`src/rtl/core/dm3_pkg.sv`:
```
// Shared constants, types and a function of the distance median-of-three filter.
package dm3_pkg;

  localparam int NUM_CH  = 5;
  localparam int CH_W    = 3;
  localparam int ADC_W   = 10;
  localparam int DIST_W  = 8;
  localparam int Q_W     = 9;
  localparam int REM_W   = 26;
  localparam int DEN_W   = 22;
  localparam int DSH_W   = DEN_W + Q_W - 1;
  localparam int STEP_W  = 4;
  localparam int IN_W    = NUM_CH * ADC_W;
  localparam int IN_PAD_W = ((IN_W + 7) / 8) * 8;
  localparam int OUT_W   = NUM_CH * DIST_W;
  localparam int ADDR_W  = 3;

  // distance = floor((42709704 - 30150*adc) / (2500*adc + 91600))
  localparam logic [REM_W-1:0] NUM_BASE  = 26'd42709704;
  localparam logic [REM_W-1:0] NUM_SLOPE = 26'd30150;
  localparam logic [DEN_W-1:0] DEN_BASE  = 22'd91600;
  localparam logic [DEN_W-1:0] DEN_SLOPE = 22'd2500;

  localparam logic [DIST_W-1:0] MAXD_RESET = 8'd150;
  localparam logic [ADDR_W-1:0] ADDR_MAX_DIST = 3'd0;
  localparam logic [CH_W-1:0]   LAST_CH = 3'(NUM_CH - 1);
  localparam logic [STEP_W-1:0] LAST_STEP = 4'(Q_W - 1);

  typedef struct packed {
    logic            load_in;
    logic            load_ch;
    logic            div_step;
    logic            finish_ch;
    logic            publish;
    logic [CH_W-1:0] ch;
  } dm3_cmd_t;

  typedef struct packed {
    logic out_free;
  } dm3_status_t;

  function automatic logic [DIST_W-1:0] median3(input logic [DIST_W-1:0] a,
                                                input logic [DIST_W-1:0] b,
                                                input logic [DIST_W-1:0] c);
    logic [DIST_W-1:0] lo;
    logic [DIST_W-1:0] hi;
    lo = (a < b) ? a : b;
    hi = (a < b) ? b : a;
    if (c <= lo) begin
      median3 = lo;
    end else if (c >= hi) begin
      median3 = hi;
    end else begin
      median3 = c;
    end
  endfunction

endpackage

```
`src/rtl/core/distance_median3_filter.sv`:
```
// Five-channel infrared range converter to distance, with per-channel median of three.
// One item is a scan of five 10-bit readings; each becomes a distance in cm by
// floor(8762.88/(adc/2+18.32) - 12.06), computed exactly, clamped to max_distance,
// and the result item carries the median of the last three distances per channel
// (history cleared to zero at reset). Each item is accepted, then per channel
// loaded into the single shared restoring divider (one quotient bit a cycle),
// divided to a nine-bit quotient and finished into the median history, then
// published once the output register is free. The next item is accepted in the
// cycle after publish, while the previous result may still wait in the output
// register. max_distance is at byte address 0 of the register port, reset 150.
module distance_median3_filter
  import dm3_pkg::*;
(
  input  logic                clk,
  input  logic                rst_n,
  input  logic                in_tvalid,
  output logic                in_tready,
  input  logic [IN_PAD_W-1:0] in_tdata,   // adc_ch0, adc_ch1, adc_ch2, adc_ch3, adc_ch4, pad
  output logic                out_tvalid,
  input  logic                out_tready,
  output logic [OUT_W-1:0]    out_tdata,  // dist_ch0, dist_ch1, dist_ch2, dist_ch3, dist_ch4
  input  logic                psel,
  input  logic                penable,
  input  logic                pwrite,
  input  logic [ADDR_W-1:0]   paddr,
  input  logic [31:0]         pwdata,
  output logic [31:0]         prdata,
  output logic                pready
);

  dm3_cmd_t          cmd;
  dm3_status_t       status;
  logic [DIST_W-1:0] max_dist_r;

  assign pready = 1'b1;
  assign prdata = (paddr == ADDR_MAX_DIST) ? {24'd0, max_dist_r} : 32'd0;

  always_ff @(posedge clk) begin
    if (!rst_n) begin
      max_dist_r <= MAXD_RESET;
    end else if (psel && penable && pwrite && pready && paddr == ADDR_MAX_DIST) begin
      max_dist_r <= pwdata[DIST_W-1:0];
    end
  end

  dm3_ctrl u_ctrl (
    .clk       (clk),
    .rst_n     (rst_n),
    .in_tvalid (in_tvalid),
    .in_tready (in_tready),
    .status    (status),
    .cmd       (cmd)
  );

  dm3_datapath u_dp (
    .clk       (clk),
    .rst_n     (rst_n),
    .cmd       (cmd),
    .status    (status),
    .in_data   (in_tdata[IN_W-1:0]),
    .max_dist  (max_dist_r),
    .out_valid (out_tvalid),
    .out_ready (out_tready),
    .out_data  (out_tdata)
  );

endmodule

```
`src/rtl/core/dm3_ctrl.sv`:
```
// Sequencer stepping the shared divider over the five channels of one scan item.
module dm3_ctrl
  import dm3_pkg::*;
(
  input  logic        clk,
  input  logic        rst_n,
  input  logic        in_tvalid,
  output logic        in_tready,
  input  dm3_status_t status,
  output dm3_cmd_t    cmd
);

  localparam logic [2:0] S_IDLE = 3'd0;
  localparam logic [2:0] S_LOAD = 3'd1;
  localparam logic [2:0] S_DIV  = 3'd2;
  localparam logic [2:0] S_FIN  = 3'd3;
  localparam logic [2:0] S_PUB  = 3'd4;

  logic [2:0]        state_r, state_nxt;
  logic [CH_W-1:0]   ch_r, ch_nxt;
  logic [STEP_W-1:0] step_r, step_nxt;

  always_comb begin
    state_nxt     = state_r;
    ch_nxt        = ch_r;
    step_nxt      = step_r;
    cmd           = '0;
    cmd.ch        = ch_r;
    in_tready     = 1'b0;
    case (state_r)
      S_IDLE: begin
        in_tready = 1'b1;
        if (in_tvalid) begin
          cmd.load_in = 1'b1;
          ch_nxt      = '0;
          state_nxt   = S_LOAD;
        end
      end
      S_LOAD: begin
        cmd.load_ch = 1'b1;
        step_nxt    = '0;
        state_nxt   = S_DIV;
      end
      S_DIV: begin
        cmd.div_step = 1'b1;
        if (step_r == LAST_STEP) begin
          state_nxt = S_FIN;
        end else begin
          step_nxt = step_r + 4'd1;
        end
      end
      S_FIN: begin
        cmd.finish_ch = 1'b1;
        if (ch_r == LAST_CH) begin
          state_nxt = S_PUB;
        end else begin
          ch_nxt    = ch_r + 3'd1;
          state_nxt = S_LOAD;
        end
      end
      S_PUB: begin
        if (status.out_free) begin
          cmd.publish = 1'b1;
          state_nxt   = S_IDLE;
        end
      end
      default: begin
        state_nxt = S_IDLE;
      end
    endcase
  end

  always_ff @(posedge clk) begin
    if (!rst_n) begin
      state_r <= S_IDLE;
      ch_r    <= '0;
      step_r  <= '0;
    end else begin
      state_r <= state_nxt;
      ch_r    <= ch_nxt;
      step_r  <= step_nxt;
    end
  end

endmodule

```
`src/rtl/core/dm3_datapath.sv`:
```
// Conversion divider, clamp, median history and output register.
module dm3_datapath
  import dm3_pkg::*;
(
  input  logic                clk,
  input  logic                rst_n,
  input  dm3_cmd_t            cmd,
  output dm3_status_t         status,
  input  logic [IN_W-1:0]     in_data,
  input  logic [DIST_W-1:0]   max_dist,
  output logic                out_valid,
  input  logic                out_ready,
  output logic [OUT_W-1:0]    out_data
);

  logic [ADC_W-1:0]  adc_r   [NUM_CH];
  logic [DIST_W-1:0] older_r [NUM_CH];
  logic [DIST_W-1:0] newer_r [NUM_CH];
  logic [DIST_W-1:0] res_r   [NUM_CH];
  logic [REM_W-1:0]  rem_r;
  logic [DSH_W-1:0]  dsh_r;
  logic [Q_W-1:0]    q_r;
  logic              out_valid_r;
  logic [OUT_W-1:0]  out_data_r;

  logic [ADC_W-1:0]  adc_sel;
  logic [REM_W-1:0]  num_ld;
  logic [DEN_W-1:0]  den_ld;
  logic              ge;
  logic [DIST_W-1:0] cur;
  logic [DIST_W-1:0] med;
  logic [OUT_W-1:0]  res_flat;

  assign adc_sel = adc_r[cmd.ch];
  assign num_ld  = NUM_BASE - NUM_SLOPE * REM_W'(adc_sel);
  assign den_ld  = DEN_SLOPE * DEN_W'(adc_sel) + DEN_BASE;
  assign ge      = {{(DSH_W-REM_W){1'b0}}, rem_r} >= dsh_r;
  assign cur     = (q_r > {1'b0, max_dist}) ? max_dist : q_r[DIST_W-1:0];
  assign med     = median3(older_r[cmd.ch], newer_r[cmd.ch], cur);

  always_comb begin
    for (int i = 0; i < NUM_CH; i++) begin
      res_flat[i*DIST_W +: DIST_W] = res_r[i];
    end
  end

  always_ff @(posedge clk) begin
    if (cmd.load_in) begin
      for (int i = 0; i < NUM_CH; i++) begin
        adc_r[i] <= in_data[i*ADC_W +: ADC_W];
      end
    end
    if (cmd.load_ch) begin
      rem_r <= num_ld;
      dsh_r <= {den_ld, {(Q_W-1){1'b0}}};
      q_r   <= '0;
    end else if (cmd.div_step) begin
      if (ge) begin
        rem_r <= rem_r - dsh_r[REM_W-1:0];
      end
      dsh_r <= dsh_r >> 1;
      q_r   <= {q_r[Q_W-2:0], ge};
    end
    if (cmd.finish_ch) begin
      res_r[cmd.ch] <= med;
    end
    if (cmd.publish) begin
      out_data_r <= res_flat;
    end
  end

  always_ff @(posedge clk) begin
    if (!rst_n) begin
      for (int i = 0; i < NUM_CH; i++) begin
        older_r[i] <= '0;
        newer_r[i] <= '0;
      end
      out_valid_r <= 1'b0;
    end else begin
      if (cmd.finish_ch) begin
        older_r[cmd.ch] <= newer_r[cmd.ch];
        newer_r[cmd.ch] <= cur;
      end
      if (cmd.publish) begin
        out_valid_r <= 1'b1;
      end else if (out_ready) begin
        out_valid_r <= 1'b0;
      end
    end
  end

  assign status.out_free = !out_valid_r || out_ready;
  assign out_valid       = out_valid_r;
  assign out_data        = out_data_r;

endmodule

```
`config.mk`:
```
export PLATFORM = sky130hd
export DESIGN_NAME = distance_median3_filter
export DESIGN_NICKNAME = d
export VERILOG_FILES = /design/src/rtl/core/dm3_pkg.sv /design/src/rtl/core/distance_median3_filter.sv /design/src/rtl/core/dm3_ctrl.sv /design/src/rtl/core/dm3_datapath.sv
export SDC_FILE = /design/constraint.sdc
export NUM_CORES = 1
export LEC_CHECK = 0
export BUFFER_PORTS_ARGS = -buffer_cell sky130_fd_sc_hd__buf_2
export CAP_MARGIN = 20
export CORE_MARGIN = 5
export CORE_UTILIZATION = 55
export CTS_CLUSTER_SIZE = 8
export DETAILED_ROUTE_END_ITERATION = 7
export PLACE_DENSITY = 0.8
export SKIP_CTS_REPAIR_TIMING = 1
export SYNTH_ARGS = -nofsm -noshare
export SYNTH_HDL_FRONTEND = slang
export SYNTH_HIERARCHICAL = 1
export SYNTH_SLANG_ARGS = --single-unit
```
`constraint.sdc`:
```
create_clock -name clk -period 8.53 [get_ports clk]
set_clock_uncertainty 0.05 [all_clocks]
set_input_delay 0.4265 -clock clk [delete_from_list [all_inputs] [get_ports clk]]
set_output_delay 0.4265 -clock clk [all_outputs]
set_load 0.01 [all_outputs]
```
Word-level counts from Yosys, hierarchy flattened
Memory sizes are Yosys's and may differ from the RTL's. A register that Yosys moved wholly into a read port is not among the register bits.
Index checks and enable logic that the tools add are counted.
Storage, ports and cells
  memories: 4
  bits in writable memories: 170
  logic and storage cells: 104
  register bits: 84
  input port bits: 98
Operators by class
  $add $sub $neg: 5
  multipliers: 2
  reduce and logical (&&, ||, !) cells: 18
  magnitude comparators: 5
  eq/ne operators: 11
  multiplexer cells: 50
Memories
  u_dp.adc_r: depth 5, bits a word 10, rd ports 1, clocked after memory_dff 1, write ports 5, RTL line dm3_datapath.sv:16  | logic [ADC_W-1:0] adc_r [NUM_CH];
  u_dp.newer_r: depth 5, bits a word 8, rd ports 1, clocked after memory_dff 1, write ports 5, RTL line dm3_datapath.sv:18  | logic [DIST_W-1:0] newer_r [NUM_CH];
  u_dp.older_r: depth 5, bits a word 8, rd ports 1, clocked after memory_dff 1, write ports 5, RTL line dm3_datapath.sv:17  | logic [DIST_W-1:0] older_r [NUM_CH];
  u_dp.res_r: depth 5, bits a word 8, rd ports 5, clocked after memory_dff 5, write ports 1, RTL line dm3_datapath.sv:19  | logic [DIST_W-1:0] res_r [NUM_CH];
Operators with widths (count)
  $mux 26: 3
  $mux 8: 8
  $mux 30: 2
  $mux 3: 14
  $ge 26x30->1: 1
  $sub 26x25->26 const A: 1
  $sub 26x26->26: 1
  $mul 14x10->24 const A: 1
  $add 22x17->22 const B: 1
  $mul 10x10->20 const A: 1
  $mux 1: 19
  $reduce_or 8->1: 2
  $pmux 3 s5: 1
  $reduce_bool 2->1: 5
  $gt 9x8->1: 1
  $ge 8x8->1: 1
  $le 8x8->1: 1
  $lt 8x8->1: 1
  $ne 2x2->1 const B: 4
  $pmux 4 s2: 1
  $eq 3x2->1 const B: 2
  $eq 3x3->1 const B: 2
  $logic_not 3->1: 2
  $pmux 3 s2: 1
  other kinds (11): 15

Logic depth before layout (Yosys ltp)
  depth in word-level cells: 7
  gate-level depth with buffers: 31

Hierarchy
The synthesis kept the hierarchy.
Modules (own cells, without submodules)
  dm3_datapath: sequential area each 9549.2 um^2, cells an instance 1795, area each 20156.8 um^2, times used 1
  dm3_ctrl: sequential area each 200.2 um^2, cells an instance 72, area each 624.3 um^2, times used 1
  distance_median3_filter: sequential area each 160.2 um^2, cells an instance 73, area each 600.6 um^2, times used 1

Worst setup path before layout
No wires, ideal clock.
  path kind: reg2reg
  start: reg, netlist name u_ctrl/ch_r[1]
  end: reg u_dp.rem_r[23] (data pin)
  arrival: 7394 ps
  buffers on the path: 4
  required time: 8225 ps
  stages on the path, launching flop included: 28
  setup slack: 831 ps
  setup time: 255 ps
  cells stage by stage: dfxtp_1 > buf_6 > buf_2 > buf_1 > buf_2 > mux2i_1 > nor2_1 > a21oi_1 > nor2_1 > a221oi_1 > inv_1 > fa_1 > fa_1 > fa_1 > inv_1 > fa_1 > inv_1 > ha_1 > ha_1 > and3_1 > nand2_1 > or3_1 > and3_1 > a211o_1 > nor2_1 > nand2_1 > or4_1 > and3_1
RTL lines
  end signal: assignment: RTL line dm3_datapath.sv:54  | rem_r <= num_ld;
  end signal: assignment: RTL line dm3_datapath.sv:59  | rem_r <= rem_r - dsh_r[REM_W-1:0];
  end: declaration: RTL line dm3_datapath.sv:20  | logic [REM_W-1:0] rem_r;

==> summary.txt <==
Run status
  – Status: finished, final reports clean

Synthesis
  – Most frequent cell after synthesis: edfxtp_1
  – Syn_area_per_cell: 11.0 um^2
  – Synth warn: 6
  – EDFF count, synth: 306
  – Post-synthesis simple-gate area fraction: 0.116
  – Mux cell area share after synthesis: 0.0388
  – Share of the synthesized area in the top cell type: 0.430
  – Compound-Gate Fraction of Synth Area: 0.132
  – Synth area leader: edfxtp_1
  – Post-synthesis register bit count: 342
  – Synth cell count leaders: 306 x edfxtp_1, 194 x nor2_1, 184 x ha_1, 184 x inv_1, 104 x nand2_1
  – Adder-Cell Fraction of Synth Area: 0.160
  – Area contributors post-synth: edfxtp_1 43%, ha_1 11%, fa_1 5.2%
  – Post-Synth XOR/XNOR Area: 0.0335
  – Post-Syn Instances: 1940
  – Sequential area share after synthesis: 0.463
  – Largest family of logic cells by synthesized area: adder cells
  – Top_reg_cell synth: edfxtp_1
  – Post-Synthesis Cell Area: 21400 um^2
  – Post-synthesis cell type count: 96
  – Async SR Flop Fraction: 0

Timing
  – Tcrit/Tclk final: 0.936
  – Achievable frequency: 125 MHz
  – Final hold violation count: 0
  – RSZ-0062 raised after global routing: no
  – Crit path time final: 7.98 ns
  – TNS Setup: 0 ns
  – Fin. max-slew vios: 0
  – Final setup viols: 0
  – Slew margin rel.: 0.280
  – Worst slew pin tran: 1.08 ns

Setup path
  – Slowest cell delay on critical path: 0.73 ns
  – Slowest CP cell: a221oi_1
  – CP most frequent cell: inv_1
  – Kind of critical path: flop to flop
  – CP max FO: 19
  – Arrival time worst endpoint: 8.24 ns
  – Ordered cell list for the critical path: nor2_1 -> a21oi_1 -> nor2_1 -> a221oi_1 -> inv_1 -> ha_1 -> ha_1 -> inv_1 -> fa_1 -> inv_1 -> fa_1 -> inv_1 -> fa_1 -> inv_1 -> ha_1 -> and3_1 -> nand2_1 -> nor4bb_1 -> nor3_1 -> nand2b_1 -> xor2_1 -> nand2_1 -> or4_1 -> and3_1
  – CP Launch Type: flop
  – CP required: 8.79 ns
  – Critical Path Sink Type: flop

Clock tree
  – Clock Tree Root: clkbuf_16
  – Clock-pin transition on the worst setup and hold timing paths: 0.06 ns
  – Max H-tree Level: 2
  – Clock Path Buffers: 3
  – CTS Buf Count: 49
  – Sink Count: 342
  – Latest clock arrival within the worst-skew pair: 0.57 ns
  – CTS tree: done

Drt
  – Vias: 15757
  – Routed Antenna Nets: 0
  – Starting DRT DRC Count: 1166
  – Post-DR wirelength/cell: 19.8 um
  – DRC violation count after routing: 0
  – Detailed Route WL: 52.6 mm
  – DRT Pass-1 Iters: 6
  – Vias/cell: 5.94

Floorplanning
  – Die W: 207 um
  – Die Y-Extent: 207 um
  – Row Count: 72
  – Starting Density: 0.555
  – Core area: 38600 um^2
  – IO Count: 173
  – Die area: 42900 um^2

Global route
  – Vias in the first global route: 15733
  – GRT overflow: 0
  – Global-route wire length before repair: 82.6 mm
  – Antenna violations before repair: 0
  – Largest net degree at the start of global routing: 81
  – Global Route Usage Sum: 0.234

Finish
  – Layout cells sized above 1: 0.126
  – Final-stage net count: 2453
  – FILL cells: 2969
  – Area Growth Syn to Fin: 13.7%
  – # diodes: 0

Place
  – GPL Wtd Cong: 0.930
  – Port Buffers: 117
  – Dpl hpwl: 37.2 mm

Run
  – Max_cap viols: 0

Min path
  – Hold Path Class: input port to flop
## logic make-up after synthesis
logic type | after synthesis
flip-flops | 342
AO/OA/AOI/OAI | 407
XOR/XNOR | 78
buffers and inverters | 278
other | 2
multiplexers | 77
AND/OR/NAND/NOR | 516
adder cells (fa/ha/maj) | 240
## cell usage in the layout (no fill, tap or decap), types with 10 or more instances in the layout
cell type	instances
a31oi_1	10
o21a_1	17
and2_1	22
ha_1	184
a211oi_1	17
clkbuf_16	49
inv_1	184
or2_2	15
a221oi_1	24
conb_1	25
nand2_1	104
buf_2	117
dfxtp_1	33
dlygate4sd3_1	47
nand3_1	40
nor2b_1	15
or3_1	10
o211ai_1	15
a22oi_1	13
nor2_1	193
a21o_1	27
nand2b_1	30
nor3_1	23
xnor2_1	46
a21oi_1	87
edfxtp_1	306
and3_1	17
o21ai_0	84
mux2_2	13
clkbuf_1	16
mux2i_1	60
fa_1	56
buf_4	30
xor2_1	29
## metal layers
| layer | share of wire | wire (um) | global-route usage |
|---|---|---|---|
| met1 | 0.39 | 20700 | 0.303 |
| met2 | 0.49 | 26000 | 0.406 |
| met3 | 0.069 | 3640 | 0.0303 |
| met4 | 0.042 | 2180 | 0.0834 |
| met5 | 0 | 0 | 0 |
## worst paths after layout
| kind | endpoint | cells after the start | slack (ns) | from |
|---|---|---|---|---|
| setup reg to reg | u_dp/rem_r[23] | 24 | 0.55 | u_ctrl/ch_r[1] |
| hold / removal | u_dp/adc_r[3][4] | 1 | 0.003 | in_tdata[34] |
| setup / recovery | u_dp/rem_r[23] | 24 | 0.55 | u_ctrl/ch_r[1] |
| hold reg to reg | u_dp/out_data[38] | 0 | 0.36 | u_dp/res_r[4][6] |
## critical path, delay by kind of cell, from the launching register on
family                     cells  cell delay [ns]
xor gates and xnor gates       1             0.32
AOI/OAI and AO/OA              2             0.99
DFF                            1             0.64
buffers and inverters          5             0.53
and+or+nand+nor               10             2.39
adders and majority gates      6             2.79
## stage by stage
step / worst slack (ns) / std cells / hold slack [ns] / instance area [um^2] / util
finish: 0.549 / 2653 / 0.00278 / 24300 / 0.631
global route: 0.118 / 2653 / -0.000824 / 24300 / 0.631
CTS: 0.650 / 2605 / -0.0444 / 23800 / 0.618
detailed placement: 0.650 / 2534 / 0.355 / 22500 / 0.582
global placement: 0.848 / 2534 / 0.352 / 22500 / 0.582
floorplan: 0.831 / 1963 / 0.350 / 21500 / -
## registers in the layout, indices dropped and copies added (netlist names)
signal / count
u_ctrl/step_r: 4
u_dp/adc_r: 50
u_dp/out_data: 40
u_ctrl/ch_r: 3
u_dp/q_r: 9
max_dist_r: 8
u_dp/out_valid: 1
u_dp/newer_r: 64
u_ctrl/state_r: 3
u_dp/dsh_r: 30
u_dp/rem_r: 26
u_dp/res_r: 40
u_dp/older_r: 64
## area by class of cell
class | instances | area (um^2) | share of cell area
multi-input combinational | 1343 | 10400 | 0.427
clock inverter | 6 | 75.1 | 0.00309
timing repair buffer | 195 | 1310 | 0.0538
sequential | 342 | 9910 | 0.408
inverter | 184 | 691 | 0.0284
clock buffer | 65 | 1290 | 0.0529
tap | 518 | 648 | 0.0267
Power is not shown: default switching activity piles up to over one toggle a cycle in this logic, so the estimate is an artifact.
